<file path="config.mk">
export PLATFORM = sky130hd
export DESIGN_NAME = tls_client_hello_sni_extractor_flat
export DESIGN_NICKNAME = d
export VERILOG_FILES = /design/src/sv/tlssni_pkg.sv /design/src/sv/tlssni_in_if.sv /design/src/sv/tlssni_out_if.sv /design/src/sv/tls_client_hello_sni_extractor.sv /design/src/flat_wrapper.sv
export VERILOG_INCLUDE_DIRS = /design/src /design/src/sv
export SDC_FILE = /design/constraint.sdc
export NUM_CORES = 1
export LEC_CHECK = 0
export BUFFER_PORTS_ARGS = -buffer_cell sky130_fd_sc_hd__buf_2
export CAP_MARGIN = 40
export CORE_ASPECT_RATIO = 1.25
export CORE_MARGIN = 2
export CORE_UTILIZATION = 45
export DETAILED_ROUTE_END_ITERATION = 6
export PLACE_DENSITY_LB_ADDON = 0.3
export SLEW_MARGIN = 20
export SYNTH_ARGS = -nofsm -noshare
export SYNTH_HDL_FRONTEND = slang
export SYNTH_SLANG_ARGS = --single-unit
export TNS_END_PERCENT = 100
</file>
<file path="constraint.sdc">
create_clock -name i_clk -period 11.9 [get_ports i_clk]
set_input_delay 1.785 -clock i_clk [delete_from_list [all_inputs] [get_ports i_clk]]
set_output_delay 1.785 -clock i_clk [all_outputs]
set_load 0.02 [all_outputs]
</file>
<file path="src/sv/tls_client_hello_sni_extractor_macros.svh">
// Assertion helpers for the server-name extractor.
`ifndef TLS_CLIENT_HELLO_SNI_EXTRACTOR_MACROS_SVH
`define TLS_CLIENT_HELLO_SNI_EXTRACTOR_MACROS_SVH

// Same-cycle implication, sampled on i_clk, off while reset is asserted.
`define TSX_ASSERT_NOW(label, ante, cons, msg) \
    label: assert property (@(posedge i_clk) disable iff (!i_rst_n) \
        (ante) |-> (cons)) else $error(msg);

// Next-cycle implication.
`define TSX_ASSERT_NEXT(label, ante, cons, msg) \
    label: assert property (@(posedge i_clk) disable iff (!i_rst_n) \
        (ante) |=> (cons)) else $error(msg);

`endif

</file>
<file path="src/sv/tlssni_pkg.sv">
package tlssni_pkg;

    localparam int unsigned NAME_CAPACITY = 256;
    localparam int unsigned MIN_PAYLOAD   = 47;

    localparam logic [7:0] REC_HANDSHAKE    = 8'h16;
    localparam logic [7:0] HS_CLIENT_HELLO  = 8'h01;
    localparam logic [7:0] NAME_TYPE_HOST   = 8'h00;
    localparam logic [15:0] EXT_SERVER_NAME = 16'h0000;
    localparam logic [17:0] SID_LEN_OFFSET  = 18'd43;

    localparam logic [2:0] RSN_FOUND       = 3'd0;
    localparam logic [2:0] RSN_TOO_SHORT   = 3'd1;
    localparam logic [2:0] RSN_NOT_HS      = 3'd2;
    localparam logic [2:0] RSN_NOT_CH      = 3'd3;
    localparam logic [2:0] RSN_OVERRUN     = 3'd4;
    localparam logic [2:0] RSN_NO_NAME     = 3'd5;

    localparam logic KIND_NAME    = 1'b0;
    localparam logic KIND_VERDICT = 1'b1;

    typedef struct packed {
        logic        result_kind;
        logic [7:0]  name_char;
        logic        found;
        logic [2:0]  reason;
        logic [15:0] version;
        logic [7:0]  name_length;
        logic        last_of_run;
    } t_result;

endpackage

</file>
<file path="src/sv/tlssni_in_if.sv">
interface tlssni_in_if;
    logic        valid;
    logic        ready;
    logic [7:0]  data_byte;
    logic        first_byte;
    logic [15:0] packet_len;

    modport source (output valid, output data_byte, output first_byte, output packet_len,
                    input ready);
    modport sink (input valid, input data_byte, input first_byte, input packet_len,
                  output ready);
endinterface

</file>
<file path="src/sv/tlssni_out_if.sv">
interface tlssni_out_if;
    logic        valid;
    logic        ready;
    logic        result_kind;
    logic [7:0]  name_char;
    logic        found;
    logic [2:0]  reason;
    logic [15:0] version;
    logic [7:0]  name_length;
    logic        last_of_run;

    modport source (output valid, output result_kind, output name_char, output found,
                    output reason, output version, output name_length,
                    output last_of_run, input ready);
    modport sink (input valid, input result_kind, input name_char, input found,
                  input reason, input version, input name_length, input last_of_run,
                  output ready);
endinterface

</file>
<file path="src/sv/tls_client_hello_sni_extractor.sv">
// TLS ClientHello server-name extractor. Payload bytes go in one per cycle, first_byte
// and packet_len marking the start of each payload; every byte is parsed in the cycle
// it is taken, so the block sustains one byte per clock while the queue has room.
// Results are registered in a 4-entry result queue and leave one per transfer: one per
// emitted host-name byte and one verdict on the final payload byte. A final byte
// that is also a name byte yields two results, so input is taken only while the
// queue has at least two free slots; with the output side always ready the input
// never stalls.
`include "tls_client_hello_sni_extractor_macros.svh"

module tls_client_hello_sni_extractor (
    input  logic      i_clk,
    input  logic      i_rst_n,
    tlssni_in_if.sink i_in,
    tlssni_out_if.source o_out
);

    localparam int unsigned QDEPTH = 4;
    localparam int unsigned QAW    = $clog2(QDEPTH);

    typedef enum logic [4:0] {
        PH_IDLE, PH_HEADER, PH_SID_LEN, PH_CS_HI, PH_CS_LO, PH_COMP_LEN,
        PH_EXTS_HI, PH_EXTS_LO, PH_ET_HI, PH_ET_LO, PH_EL_HI, PH_EL_LO,
        PH_NAME_TYPE, PH_NL_HI, PH_NL_LO, PH_NAME_BYTES, PH_DONE
    } t_phase;

    t_phase      r_phase, n_phase;
    logic [15:0] r_pos, n_pos;
    logic [15:0] r_plen, n_plen;
    logic [17:0] r_nfo, n_nfo;
    logic [17:0] r_area_end, n_area_end;
    logic [17:0] r_ext_end, n_ext_end;
    logic [15:0] r_ext_id, n_ext_id;
    logic [7:0]  r_len_hi, n_len_hi;
    logic [15:0] r_name_rem, n_name_rem;
    logic [7:0]  r_emitted, n_emitted;
    logic [15:0] r_version, n_version;
    logic [2:0]  r_reason, n_reason;

    tlssni_pkg::t_result r_queue [QDEPTH];
    logic [QAW-1:0]      r_wr_ptr, r_rd_ptr;
    logic [QAW:0]        r_count;

    logic                take;
    logic                pop;
    logic [1:0]          push_cnt;
    tlssni_pkg::t_result push0, push1;

    function automatic t_phase f_ext_loop(input logic [17:0] nfo, input logic [17:0] aend);
        return (({1'b0, nfo} + 19'd4) <= {1'b0, aend}) ? PH_ET_HI : PH_DONE;
    endfunction

    assign i_in.ready = (r_count <= (QAW+1)'(QDEPTH - 2));
    assign take       = i_in.valid && i_in.ready;
    assign pop        = o_out.valid && o_out.ready;

    always_comb begin
        logic        active;
        logic        emit_name;
        logic        emit_verdict;
        logic [15:0] v16;
        logic [7:0]  b;
        logic [17:0] pos18;
        logic        fnd;
        logic [2:0]  why;
        tlssni_pkg::t_result name_res, verdict_res;

        n_phase    = r_phase;
        n_pos      = r_pos;
        n_plen     = r_plen;
        n_nfo      = r_nfo;
        n_area_end = r_area_end;
        n_ext_end  = r_ext_end;
        n_ext_id   = r_ext_id;
        n_len_hi   = r_len_hi;
        n_name_rem = r_name_rem;
        n_emitted  = r_emitted;
        n_version  = r_version;
        n_reason   = r_reason;
        active       = 1'b0;
        emit_name    = 1'b0;
        emit_verdict = 1'b0;
        b            = i_in.data_byte;
        v16          = {n_len_hi, b};
        pos18        = '0;
        fnd          = 1'b0;
        why          = tlssni_pkg::RSN_FOUND;

        if (take) begin
            if (i_in.first_byte) begin
                active     = 1'b1;
                n_pos      = '0;
                n_plen     = i_in.packet_len;
                n_nfo      = '0;
                n_area_end = '0;
                n_ext_end  = '0;
                n_ext_id   = '0;
                n_len_hi   = '0;
                n_name_rem = '0;
                n_emitted  = '0;
                n_version  = '0;
                n_reason   = tlssni_pkg::RSN_FOUND;
                if (i_in.packet_len < 16'(tlssni_pkg::MIN_PAYLOAD)) begin
                    n_phase  = PH_DONE;
                    n_reason = tlssni_pkg::RSN_TOO_SHORT;
                end else begin
                    n_phase = PH_HEADER;
                end
            end else if (r_phase != PH_IDLE) begin
                active = 1'b1;
                n_pos  = r_pos + 16'd1;
            end
        end

        pos18 = {2'b00, n_pos};
        v16   = {n_len_hi, b};

        if (active) begin
            if (n_phase == PH_HEADER) begin
                if (n_pos == 16'd0 && b != tlssni_pkg::REC_HANDSHAKE) begin
                    n_phase  = PH_DONE;
                    n_reason = tlssni_pkg::RSN_NOT_HS;
                end else if (n_pos == 16'd5 && b != tlssni_pkg::HS_CLIENT_HELLO) begin
                    n_phase  = PH_DONE;
                    n_reason = tlssni_pkg::RSN_NOT_CH;
                end else if (n_pos == 16'd9) begin
                    n_version = {b, 8'h00};
                end else if (n_pos == 16'd10) begin
                    n_version = {n_version[15:8], b};
                    n_nfo     = tlssni_pkg::SID_LEN_OFFSET;
                    n_phase   = PH_SID_LEN;
                end
            end else if (pos18 == n_nfo) begin
                case (n_phase)
                    PH_SID_LEN, PH_COMP_LEN: begin
                        n_nfo   = pos18 + 18'd1 + {10'd0, b};
                        n_phase = (n_phase == PH_SID_LEN) ? PH_CS_HI : PH_EXTS_HI;
                    end
                    PH_CS_HI, PH_EXTS_HI, PH_ET_HI, PH_EL_HI, PH_NL_HI: begin
                        n_len_hi = b;
                        n_nfo    = pos18 + 18'd1;
                        n_phase  = t_phase'(n_phase + 5'd1);
                    end
                    PH_CS_LO: begin
                        n_nfo   = pos18 + 18'd1 + {2'b00, v16};
                        n_phase = PH_COMP_LEN;
                    end
                    PH_EXTS_LO: begin
                        n_nfo      = pos18 + 18'd1;
                        n_area_end = pos18 + 18'd1 + {2'b00, v16};
                        if (n_area_end > {2'b00, n_plen}) n_area_end = {2'b00, n_plen};
                        n_phase = f_ext_loop(n_nfo, n_area_end);
                        if (n_phase == PH_DONE) n_reason = tlssni_pkg::RSN_NO_NAME;
                    end
                    PH_ET_LO: begin
                        n_ext_id = v16;
                        n_nfo    = pos18 + 18'd1;
                        n_phase  = PH_EL_HI;
                    end
                    PH_EL_LO: begin
                        n_ext_end = pos18 + 18'd1 + {2'b00, v16};
                        if (n_ext_end > n_area_end) begin
                            n_phase  = PH_DONE;
                            n_reason = tlssni_pkg::RSN_OVERRUN;
                        end else if (n_ext_id == tlssni_pkg::EXT_SERVER_NAME) begin
                            if (v16 < 16'd5) begin
                                n_phase  = PH_DONE;
                                n_reason = tlssni_pkg::RSN_OVERRUN;
                            end else begin
                                // skip the two-byte server name list length
                                n_nfo   = pos18 + 18'd3;
                                n_phase = PH_NAME_TYPE;
                            end
                        end else begin
                            n_nfo   = n_ext_end;
                            n_phase = f_ext_loop(n_nfo, n_area_end);
                            if (n_phase == PH_DONE) n_reason = tlssni_pkg::RSN_NO_NAME;
                        end
                    end
                    PH_NAME_TYPE: begin
                        if (b != tlssni_pkg::NAME_TYPE_HOST) begin
                            n_nfo   = n_ext_end;
                            n_phase = f_ext_loop(n_nfo, n_area_end);
                            if (n_phase == PH_DONE) n_reason = tlssni_pkg::RSN_NO_NAME;
                        end else begin
                            n_nfo   = pos18 + 18'd1;
                            n_phase = PH_NL_HI;
                        end
                    end
                    PH_NL_LO: begin
                        if ((pos18 + 18'd1 + {2'b00, v16}) <= n_ext_end) begin
                            n_name_rem = v16;
                            n_emitted  = '0;
                            if (v16 == 16'd0) begin
                                n_phase  = PH_DONE;
                                n_reason = tlssni_pkg::RSN_FOUND;
                            end else begin
                                n_nfo   = pos18 + 18'd1;
                                n_phase = PH_NAME_BYTES;
                            end
                        end else begin
                            n_nfo   = n_ext_end;
                            n_phase = f_ext_loop(n_nfo, n_area_end);
                            if (n_phase == PH_DONE) n_reason = tlssni_pkg::RSN_NO_NAME;
                        end
                    end
                    PH_NAME_BYTES: begin
                        // bytes past the capture limit are consumed but not emitted
                        if ({1'b0, n_emitted} < 9'(tlssni_pkg::NAME_CAPACITY - 1)) begin
                            emit_name = 1'b1;
                            n_emitted = n_emitted + 8'd1;
                        end
                        n_name_rem = n_name_rem - 16'd1;
                        n_nfo      = pos18 + 18'd1;
                        if (n_name_rem == 16'd0) begin
                            n_phase  = PH_DONE;
                            n_reason = tlssni_pkg::RSN_FOUND;
                        end
                    end
                    default: ;
                endcase
            end

            if (({1'b0, n_pos} + 17'd1) >= {1'b0, n_plen}) begin
                emit_verdict = 1'b1;
                why          = (n_phase == PH_DONE) ? n_reason : tlssni_pkg::RSN_OVERRUN;
                fnd          = (why == tlssni_pkg::RSN_FOUND);
                n_phase      = PH_IDLE;
            end
        end

        name_res             = '0;
        name_res.result_kind = tlssni_pkg::KIND_NAME;
        name_res.name_char   = b;
        name_res.last_of_run = !emit_verdict;

        verdict_res             = '0;
        verdict_res.result_kind = tlssni_pkg::KIND_VERDICT;
        verdict_res.found       = fnd;
        verdict_res.reason      = why;
        verdict_res.version     = n_version;
        verdict_res.name_length = fnd ? n_emitted : 8'd0;
        verdict_res.last_of_run = 1'b1;

        push0    = emit_name ? name_res : verdict_res;
        push1    = verdict_res;
        push_cnt = {1'b0, emit_name} + {1'b0, emit_verdict};
    end

    always_ff @(posedge i_clk) begin
        if (push_cnt != 2'd0) r_queue[r_wr_ptr] <= push0;
        if (push_cnt == 2'd2) r_queue[r_wr_ptr + QAW'(1)] <= push1;

        if (!i_rst_n) begin
            r_phase    <= PH_IDLE;
            r_pos      <= '0;
            r_plen     <= '0;
            r_nfo      <= '0;
            r_area_end <= '0;
            r_ext_end  <= '0;
            r_ext_id   <= '0;
            r_len_hi   <= '0;
            r_name_rem <= '0;
            r_emitted  <= '0;
            r_version  <= '0;
            r_reason   <= '0;
            r_wr_ptr   <= '0;
            r_rd_ptr   <= '0;
            r_count    <= '0;
        end else begin
            r_phase    <= n_phase;
            r_pos      <= n_pos;
            r_plen     <= n_plen;
            r_nfo      <= n_nfo;
            r_area_end <= n_area_end;
            r_ext_end  <= n_ext_end;
            r_ext_id   <= n_ext_id;
            r_len_hi   <= n_len_hi;
            r_name_rem <= n_name_rem;
            r_emitted  <= n_emitted;
            r_version  <= n_version;
            r_reason   <= n_reason;
            r_wr_ptr   <= r_wr_ptr + QAW'(push_cnt);
            if (pop) r_rd_ptr <= r_rd_ptr + QAW'(1);
            r_count    <= r_count + (QAW+1)'(push_cnt) - (QAW+1)'(pop);
        end
    end

    assign o_out.valid       = (r_count != '0);
    assign o_out.result_kind = r_queue[r_rd_ptr].result_kind;
    assign o_out.name_char   = r_queue[r_rd_ptr].name_char;
    assign o_out.found       = r_queue[r_rd_ptr].found;
    assign o_out.reason      = r_queue[r_rd_ptr].reason;
    assign o_out.version     = r_queue[r_rd_ptr].version;
    assign o_out.name_length = r_queue[r_rd_ptr].name_length;
    assign o_out.last_of_run = r_queue[r_rd_ptr].last_of_run;

    `TSX_ASSERT_NOW(a_queue_bound, 1'b1, r_count <= (QAW+1)'(QDEPTH),
        "result queue overflow")
    `TSX_ASSERT_NOW(a_verdict_last,
        o_out.valid && o_out.result_kind == tlssni_pkg::KIND_VERDICT,
        o_out.last_of_run, "verdict not last of run")
    `TSX_ASSERT_NOW(a_name_clean,
        o_out.valid && o_out.result_kind == tlssni_pkg::KIND_NAME,
        !o_out.found && o_out.reason == tlssni_pkg::RSN_FOUND && o_out.name_length == 8'd0,
        "name result carries verdict fields")
    `TSX_ASSERT_NOW(a_found_reason,
        o_out.valid && o_out.result_kind == tlssni_pkg::KIND_VERDICT,
        o_out.found == (o_out.reason == tlssni_pkg::RSN_FOUND),
        "found flag disagrees with reason")
    `TSX_ASSERT_NEXT(a_count_track, 1'b1,
        r_count == $past(r_count) + (QAW+1)'($past(push_cnt)) - (QAW+1)'($past(pop)),
        "queue count mismatch")

endmodule
</file>
<file path="src/flat_wrapper.sv">
// flat-port wrapper written by rule: the top's interface ports become plain ports
module tls_client_hello_sni_extractor_flat 
  (i_clk, i_rst_n, i_in_valid, i_in_data_byte, i_in_first_byte, i_in_packet_len, i_in_ready, o_out_valid, o_out_result_kind, o_out_name_char, o_out_found, o_out_reason, o_out_version, o_out_name_length, o_out_last_of_run, o_out_ready);
  tlssni_in_if i_in_i ();
  tlssni_out_if o_out_i ();
  input  logic i_clk;
  input  logic i_rst_n;
  input wire logic [$bits(i_in_i.valid)-1:0] i_in_valid;
  input wire logic [$bits(i_in_i.data_byte)-1:0] i_in_data_byte;
  input wire logic [$bits(i_in_i.first_byte)-1:0] i_in_first_byte;
  input wire logic [$bits(i_in_i.packet_len)-1:0] i_in_packet_len;
  output wire logic [$bits(i_in_i.ready)-1:0] i_in_ready;
  output wire logic [$bits(o_out_i.valid)-1:0] o_out_valid;
  output wire logic [$bits(o_out_i.result_kind)-1:0] o_out_result_kind;
  output wire logic [$bits(o_out_i.name_char)-1:0] o_out_name_char;
  output wire logic [$bits(o_out_i.found)-1:0] o_out_found;
  output wire logic [$bits(o_out_i.reason)-1:0] o_out_reason;
  output wire logic [$bits(o_out_i.version)-1:0] o_out_version;
  output wire logic [$bits(o_out_i.name_length)-1:0] o_out_name_length;
  output wire logic [$bits(o_out_i.last_of_run)-1:0] o_out_last_of_run;
  input wire logic [$bits(o_out_i.ready)-1:0] o_out_ready;
  assign i_in_i.valid = i_in_valid;
  assign i_in_i.data_byte = i_in_data_byte;
  assign i_in_i.first_byte = i_in_first_byte;
  assign i_in_i.packet_len = i_in_packet_len;
  assign i_in_ready = i_in_i.ready;
  assign o_out_valid = o_out_i.valid;
  assign o_out_result_kind = o_out_i.result_kind;
  assign o_out_name_char = o_out_i.name_char;
  assign o_out_found = o_out_i.found;
  assign o_out_reason = o_out_i.reason;
  assign o_out_version = o_out_i.version;
  assign o_out_name_length = o_out_i.name_length;
  assign o_out_last_of_run = o_out_i.last_of_run;
  assign o_out_i.ready = o_out_ready;
  tls_client_hello_sni_extractor u_core (.i_clk(i_clk), .i_rst_n(i_rst_n), .i_in(i_in_i), .o_out(o_out_i));
endmodule
</file>
==> flow_metrics.tcl, run 1 <==
set metrics [dict create \
    outcome "finished, violations left" \
    violations "DRC" \
    yosys.area.top_type "dfxtp_1" \
    cp.arrival_ns 11.58 \
    multi_input_area_um2 13900 \
    synth_seq_area_share 0.337 \
    synth-seq-cells 319 \
    ys_async_sr_fraction 0 \
    path_class "in -> reg" \
    finalHoldViolations 0 \
    synthesis.area_um2 22300 \
    vias 21900 \
    switching_power_uw 1140 \
    clkLatencyLatePin_ns 0.57 \
    p_seq_frac 0.363 \
    start_util 0.453 \
    holdPathStages 2 \
    hpwl_mm 68.9 \
    synthCells 2660 \
    final.setup.tns_ns 0 \
    cts_tree "done" \
    crit_required_ns 12.32 \
    post-route-period-util 0.938 \
    grt_max_degree 67 \
    clk_pin_slew_ns 0.06 \
    grt_pass1_vias 21400 \
    drive_above_1_share 0.125 \
    cts.sink_count 319 \
    seqCellArea_um2 7510 \
    crit_path_max_incr_delay_ns 0.57 \
    synthTopCellsByArea "dfxtp_1, edfxtp_1, ha_1" \
    final-setup-viol-count 0 \
    crit_path_start_kind "input port" \
    peakVddDrop_v 0.000110 \
    core_area_um2 49200 \
    p_int_uw 2120 \
    port_buffers 68 \
    finalWeightedCongestion 1.03 \
    p_per_area_nw_per_um2 130 \
    fill_cells 4769 \
    fin_crit_ns 11.16 \
    synth.most_common_cell "nor2_1" \
    antenna_found_initial 2 \
    synth_ff_type "dfxtp_1" \
    syn_area_per_cell_um2 8.38 \
    drv_cap 0 \
    ys_types 97 \
    cts-root-buf "clkbuf_16" \
    fin_util 0.510 \
    crit_buf_inv 7 \
    leakage_uw 0.00968 \
    critPathTopFamily "simple AND/OR/NAND/NOR gates" \
    dieArea_um2 51400 \
    crit_top_cell "nor2_1" \
    grt.total_usage 0.354 \
    cts_max_level 2 \
    drt_iter0_markers 1932 \
    finalMaxSlewViolations 0 \
    drc 1 \
    drtPass1Iterations 7 \
    die_w_um 203 \
    tightest_slew_ns 0.900 \
    fmax_ghz 0.0896 \
    cp.depth 44 \
    synth_edf_count 112 \
    hold_buffers 0 \
    power_frac_clock 0.348 \
    fin_nets 2925 \
    p_sw_frac 0.350 \
    yosysTopAreaCellShare 0.186 \
    pwr-share-comb 0.289 \
    max_slew_margin 0.400 \
    post_drt_wl_per_cell_um 26.9 \
    numCtsBuffers 35 \
    ios 69 \
    gr-total-overflow 0 \
    hold_class "reg -> reg" \
    fin_worst_skew_ns 0.0322 \
    core.rowCount 91 \
    ys_warn_count 0 \
    cp-end-kind "register" \
    grt_pass1_wl_mm 136 \
    crit_fanout 9 \
    critPathSlowestCell "or4b_4" \
    finalWirelength_mm 92.1 \
    synth_top_cells_by_count "nor2_1, nand2_1, dfxtp_1" \
    ant_nets 0 \
    clk_path_buf_depth 3 \
    vias_per_cell 6.41 \
    rsz0062_at_grt "no" \
    r2r_cells 47 \
    syn_to_final_growth_pct 12.4 \
    die_height_um 253 \
]
[cell usage in the layout, fill, tap and decap left out, types with 16 or more instances in the layout]
| cell | n |
|---|---|
| and2_1 | 31 |
| nor2_1 | 397 |
| edfxtp_1 | 112 |
| a22oi_1 | 35 |
| clkbuf_16 | 35 |
| a211oi_1 | 18 |
| and4_1 | 16 |
| nand2_1 | 278 |
| o21ai_0 | 119 |
| inv_1 | 85 |
| xor2_1 | 34 |
| o211ai_1 | 20 |
| nand4_1 | 35 |
| o21a_1 | 21 |
| a211o_1 | 16 |
| xnor2_1 | 81 |
| nor2b_1 | 25 |
| nor3_1 | 43 |
| nor4_1 | 33 |
| buf_2 | 70 |
| mux2i_1 | 32 |
| a22o_1 | 35 |
| dfxtp_1 | 205 |
| a21oi_1 | 182 |
| a21o_1 | 34 |
| a31oi_1 | 20 |
| mux4_2 | 38 |
| or2_2 | 16 |
| and3_1 | 27 |
| nand2b_1 | 20 |
| o22ai_1 | 22 |
| nand3_1 | 92 |
| buf_4 | 109 |
| ha_1 | 155 |
[path summary, 6_finish.rpt]
| check | slack, ns | from | end |
|---|---|---|---|
| worst max-delay path | 0.74 | i_in_valid | u_core.r_queue[3][2]$_DFFE_PP_ |
| worst min-delay path | 0.44 | u_core.r_queue[2][37]$_SDFFE_PP1P_ | u_core.r_queue[2][37]$_SDFFE_PP1P_ |
| worst max register to register | 1.05 | u_core.r_phase[0]$_SDFF_PN0_ | u_core.r_queue[3][2]$_DFFE_PP_ |
| worst min register to register | 0.44 | u_core.r_queue[2][37]$_SDFFE_PP1P_ | u_core.r_queue[2][37]$_SDFFE_PP1P_ |
[power by group through the flow]
stage / Clock (uW) / Combinational, uW / Sequential, uW
floorplan: 0 / 601 / 1190
global placement: 0 / 893 / 1200
detailed placement: 0 / 904 / 1200
CTS: 1150 / 909 / 1180
global route: 1190 / 1000 / 1180
finish: 1140 / 943 / 1180
[what timing repair did]
action | in CTS | in global routing
gates resized for setup | 0 | 4
endpoints found under the setup margin | 0 | 48
setup buffers | 0 | 7
endpoints found under the hold margin | 0 | 0
[tightest hold or removal path, delay by kind of cell, from the launching register on]
family	cells	cell delay, ns
AND/OR/NAND/NOR	2	0.09
flip-flops	1	0.31
[routing by layer]
metal | up-vias | global-route usage | part of all wire
met2 | 1090 | 0.597 | 0.47
met3 | 315 | 0.0611 | 0.073
met5 | - | 0 | 0
met4 | 0 | 0.279 | 0.090
li1 | 9888 | - | -
met1 | 10600 | 0.395 | 0.36
[per-stage QoR]
stage,hold slack [ns],instance area (um2),worst slack [ns],total power (uW),std cells
finish,0.442,25100,0.737,3260,3418
global route,0.466,25100,0.0257,3380,3417
CTS,0.443,24900,0.674,3240,3405
global placement,0.432,23700,0.362,2100,3335
detailed placement,0.433,23800,0.157,2110,3341
floorplan,0.418,22300,0.111,1800,2661
[cell families after synthesis]
logic type                 Yosys count  share of synthesized area
and+or+nand+nor                   1082                      0.226
AOI/OAI and AO/OA                  652                      0.192
DFF                                319                      0.337
buffers and inverters              236                     0.0413
adders and majority gates          160                     0.0901
xor gates and xnor gates           121                     0.0504
muxes                               88                     0.0629
other                                2                   0.000337
[cell type report]
type	count	share of cell area
Antenna cell	1	0.0000998
Clock inverter	24	0.0102
Tap cell	651	0.0325
Inverter	90	0.0136
Sequential cell	319	0.300
Multi-Input combinational cell	2106	0.556
Clock buffer	40	0.0361
Timing Repair Buffer	187	0.0517
[flip-flops by register name, summed over array words and instances, names as in the netlist, named ones only]
register           count
u_core.r_queue       152
u_core.r_phase         5
u_core.r_len_hi        8
u_core.r_ext_id       16
u_core.r_pos          16
u_core.r_nfo          18
u_core.r_name_rem     16
u_core.r_wr_ptr        2
u_core.r_plen         16
u_core.r_count         3
u_core.r_reason        3
u_core.r_version      16
u_core.r_rd_ptr        2
u_core.r_emitted       8
u_core.r_ext_end      18
u_core.r_area_end     18
Power figures use the tool's default switching activity.
==> inputs of run 2 (changes only) <==
--- a/config.mk
+++ b/config.mk
@@ -9,10 +9,8 @@
 export BUFFER_PORTS_ARGS = -buffer_cell sky130_fd_sc_hd__buf_2
 export CAP_MARGIN = 40
 export CORE_ASPECT_RATIO = 1.25
-export CORE_MARGIN = 2
 export CORE_UTILIZATION = 45
 export DETAILED_ROUTE_END_ITERATION = 6
-export PLACE_DENSITY_LB_ADDON = 0.3
 export SLEW_MARGIN = 20
 export SYNTH_ARGS = -nofsm -noshare
 export SYNTH_HDL_FRONTEND = slang
==> constraint.sdc (replaced) <==
create_clock -name i_clk -period 14.39 [get_ports i_clk]
set_input_delay 2.1585 -clock i_clk [delete_from_list [all_inputs] [get_ports i_clk]]
set_output_delay 2.1585 -clock i_clk [all_outputs]
set_load 0.02 [all_outputs]
==> run 2 against run 1 <==
  * The run still ends with DRC left
  * Clock power decreased by 8%
  * Clock-buffer cell count increased by 4
  * Register-to-register slack improved by 0.39 ns
  * Power decreased by 14%
  * Critical path type unchanged
  * Sequential power decreased by 17%
  * First-iteration DRC count decreased by 12%
  * Core utilization increased by 0.40 points
==> flow_metrics.tcl, run 2 (synthesized netlist as in run 1, its figures left out) <==
set metrics [dict create \
    outcome "finished, violations left" \
    violations "DRC" \
    cp.arrival_ns 13.87 \
    core.rowCount 90 \
    gr-total-overflow 0 \
    grt_pass1_wl_mm 141 \
    vias_per_cell 6.44 \
    finalWeightedCongestion 1.02 \
    clk_pin_slew_ns 0.06 \
    post-route-period-util 0.937 \
    hold_class "reg -> reg" \
    max_slew_margin 0.404 \
    drtPass1Iterations 7 \
    top_register "u_core.r_queue" \
    vias 21800 \
    fill_cells 4713 \
    post_drt_wl_per_cell_um 28.2 \
    cts.sink_count 319 \
    grt_max_degree 98 \
    crit_fanout 18 \
    post-place-cells 3313 \
    drt_iter0_markers 1691 \
    instances_no_fill 3384 \
    cts-root-buf "clkbuf_16" \
    antenna_found_initial 0 \
    drc 6 \
    drv_cap 0 \
    final-setup-viol-count 0 \
    ant_nets 0 \
    clk_path_buf_depth 3 \
    rsz0062_at_grt "no" \
    start_util 0.458 \
    syn_to_final_growth_pct 12.0 \
    critPathSlowestCell "xnor2_1" \
    p_per_area_nw_per_um2 112 \
    cts_tree "done" \
    crit_top_cell "nor2_1" \
    ios 69 \
    crit_required_ns 14.77 \
    fin_worst_skew_ns 0.0329 \
    cts_max_level 2 \
    finalHoldViolations 0 \
    hpwl_mm 71.8 \
    mostFrequentLayoutCells "nor2_1, nand2_1, dfxtp_1" \
    finalMaxSlewViolations 0 \
    final.setup.tns_ns 0 \
    final_common_cell "nor2_1" \
    numCtsBuffers 37 \
    grt_pass1_vias 21400 \
    clkLatencyLatePin_ns 0.57 \
    hold_buffers 0 \
    finalWirelength_mm 95.3 \
    num_antenna_cells 0 \
    port_buffers 68 \
    tightest_slew_ns 0.887 \
    crit_path_max_incr_delay_ns 0.73 \
    leakage_uw 0.00961 \
    cts_setup_buffers 0 \
    grt.total_usage 0.375 \
    cp-end-kind "register" \
    die_w_um 201 \
    die_height_um 251 \
    core_area_um2 48600 \
    drive_above_1_share 0.117 \
    crit_path_start_kind "input port" \
    dieArea_um2 50500 \
    fin_nets 2898 \
    peakVddDrop_v 0.0000952 \
    fin_crit_ns 13.49 \
    fmax_ghz 0.0741 \
    largest_register_ffs 152 \
    path_class "in -> reg" \
    ctsResizeCount 0 \
]
==> run 2: worst paths after layout <==
kind | from | endpoint | slack (ns) | cells past startpoint
setup reg to reg | u_core.r_phase[2]$_SDFF_PN0_ | u_core.r_queue[1][7]$_DFFE_PP_ | 1.44 | 47
hold / removal | u_core.r_queue[2][37]$_SDFFE_PP1P_ | u_core.r_queue[2][37]$_SDFFE_PP1P_ | 0.44 | 2
hold reg to reg | u_core.r_queue[2][37]$_SDFFE_PP1P_ | u_core.r_queue[2][37]$_SDFFE_PP1P_ | 0.44 | 2
setup / recovery | i_in_valid | u_core.r_queue[1][7]$_DFFE_PP_ | 0.90 | 48
==> run 2: area by class of cell <==
type / count / area, um2 / share of cell area
Sequential cell: 319 / 7510 / 0.301
Timing Repair Buffer: 158 / 1080 / 0.0432
Inverter: 90 / 340 / 0.0136
Tap cell: 644 / 806 / 0.0322
Clock buffer: 44 / 972 / 0.0389
Clock inverter: 23 / 357 / 0.0143
Multi-Input combinational cell: 2106 / 13900 / 0.557
==> run 2: layer usage <==
layer  vias to the layer above  GRT usage  wire length (um)  share of wire
li1                       9851          -                 -              -
met1                     10600      0.418             35300           0.37
met2                       987      0.640             45500           0.48
met3                       357     0.0599              6010          0.063
met4                         0      0.293              8580          0.090
met5                         -          0                 0              0
==> run 2: through the flow <==
stage	utilization	hold slack, ns	total power, uW	setup slack, ns	cell area, um2
2_1_floorplan	-	0.418	1480	2.09	22300
4_1_cts	0.513	0.442	2790	1.19	24900
3_3_place_gp	0.483	0.431	1730	0.586	23500
6_report	0.514	0.441	2800	0.902	25000
5_1_grt	0.514	0.473	2900	0.0452	25000
3_5_place_dp	0.485	0.434	1750	0.691	23600
==> run 2: power breakdown <==
part	internal, uW	switching [uW]	leakage, uW
clock	635	417	0.000645
sequential	956	21.9	0.00276
combinational	270	498	0.00620
total	1860	936	0.00961
==> run 2: critical path, delay by kind of cell <==
kind | cells | cell delay, ns
compound gates | 19 | 4.19
xor+xnor | 2 | 0.94
mux | 2 | 0.75
buf+inv | 4 | 0.89
fa+ha+maj | 5 | 1.72
simple gates | 16 | 3.17
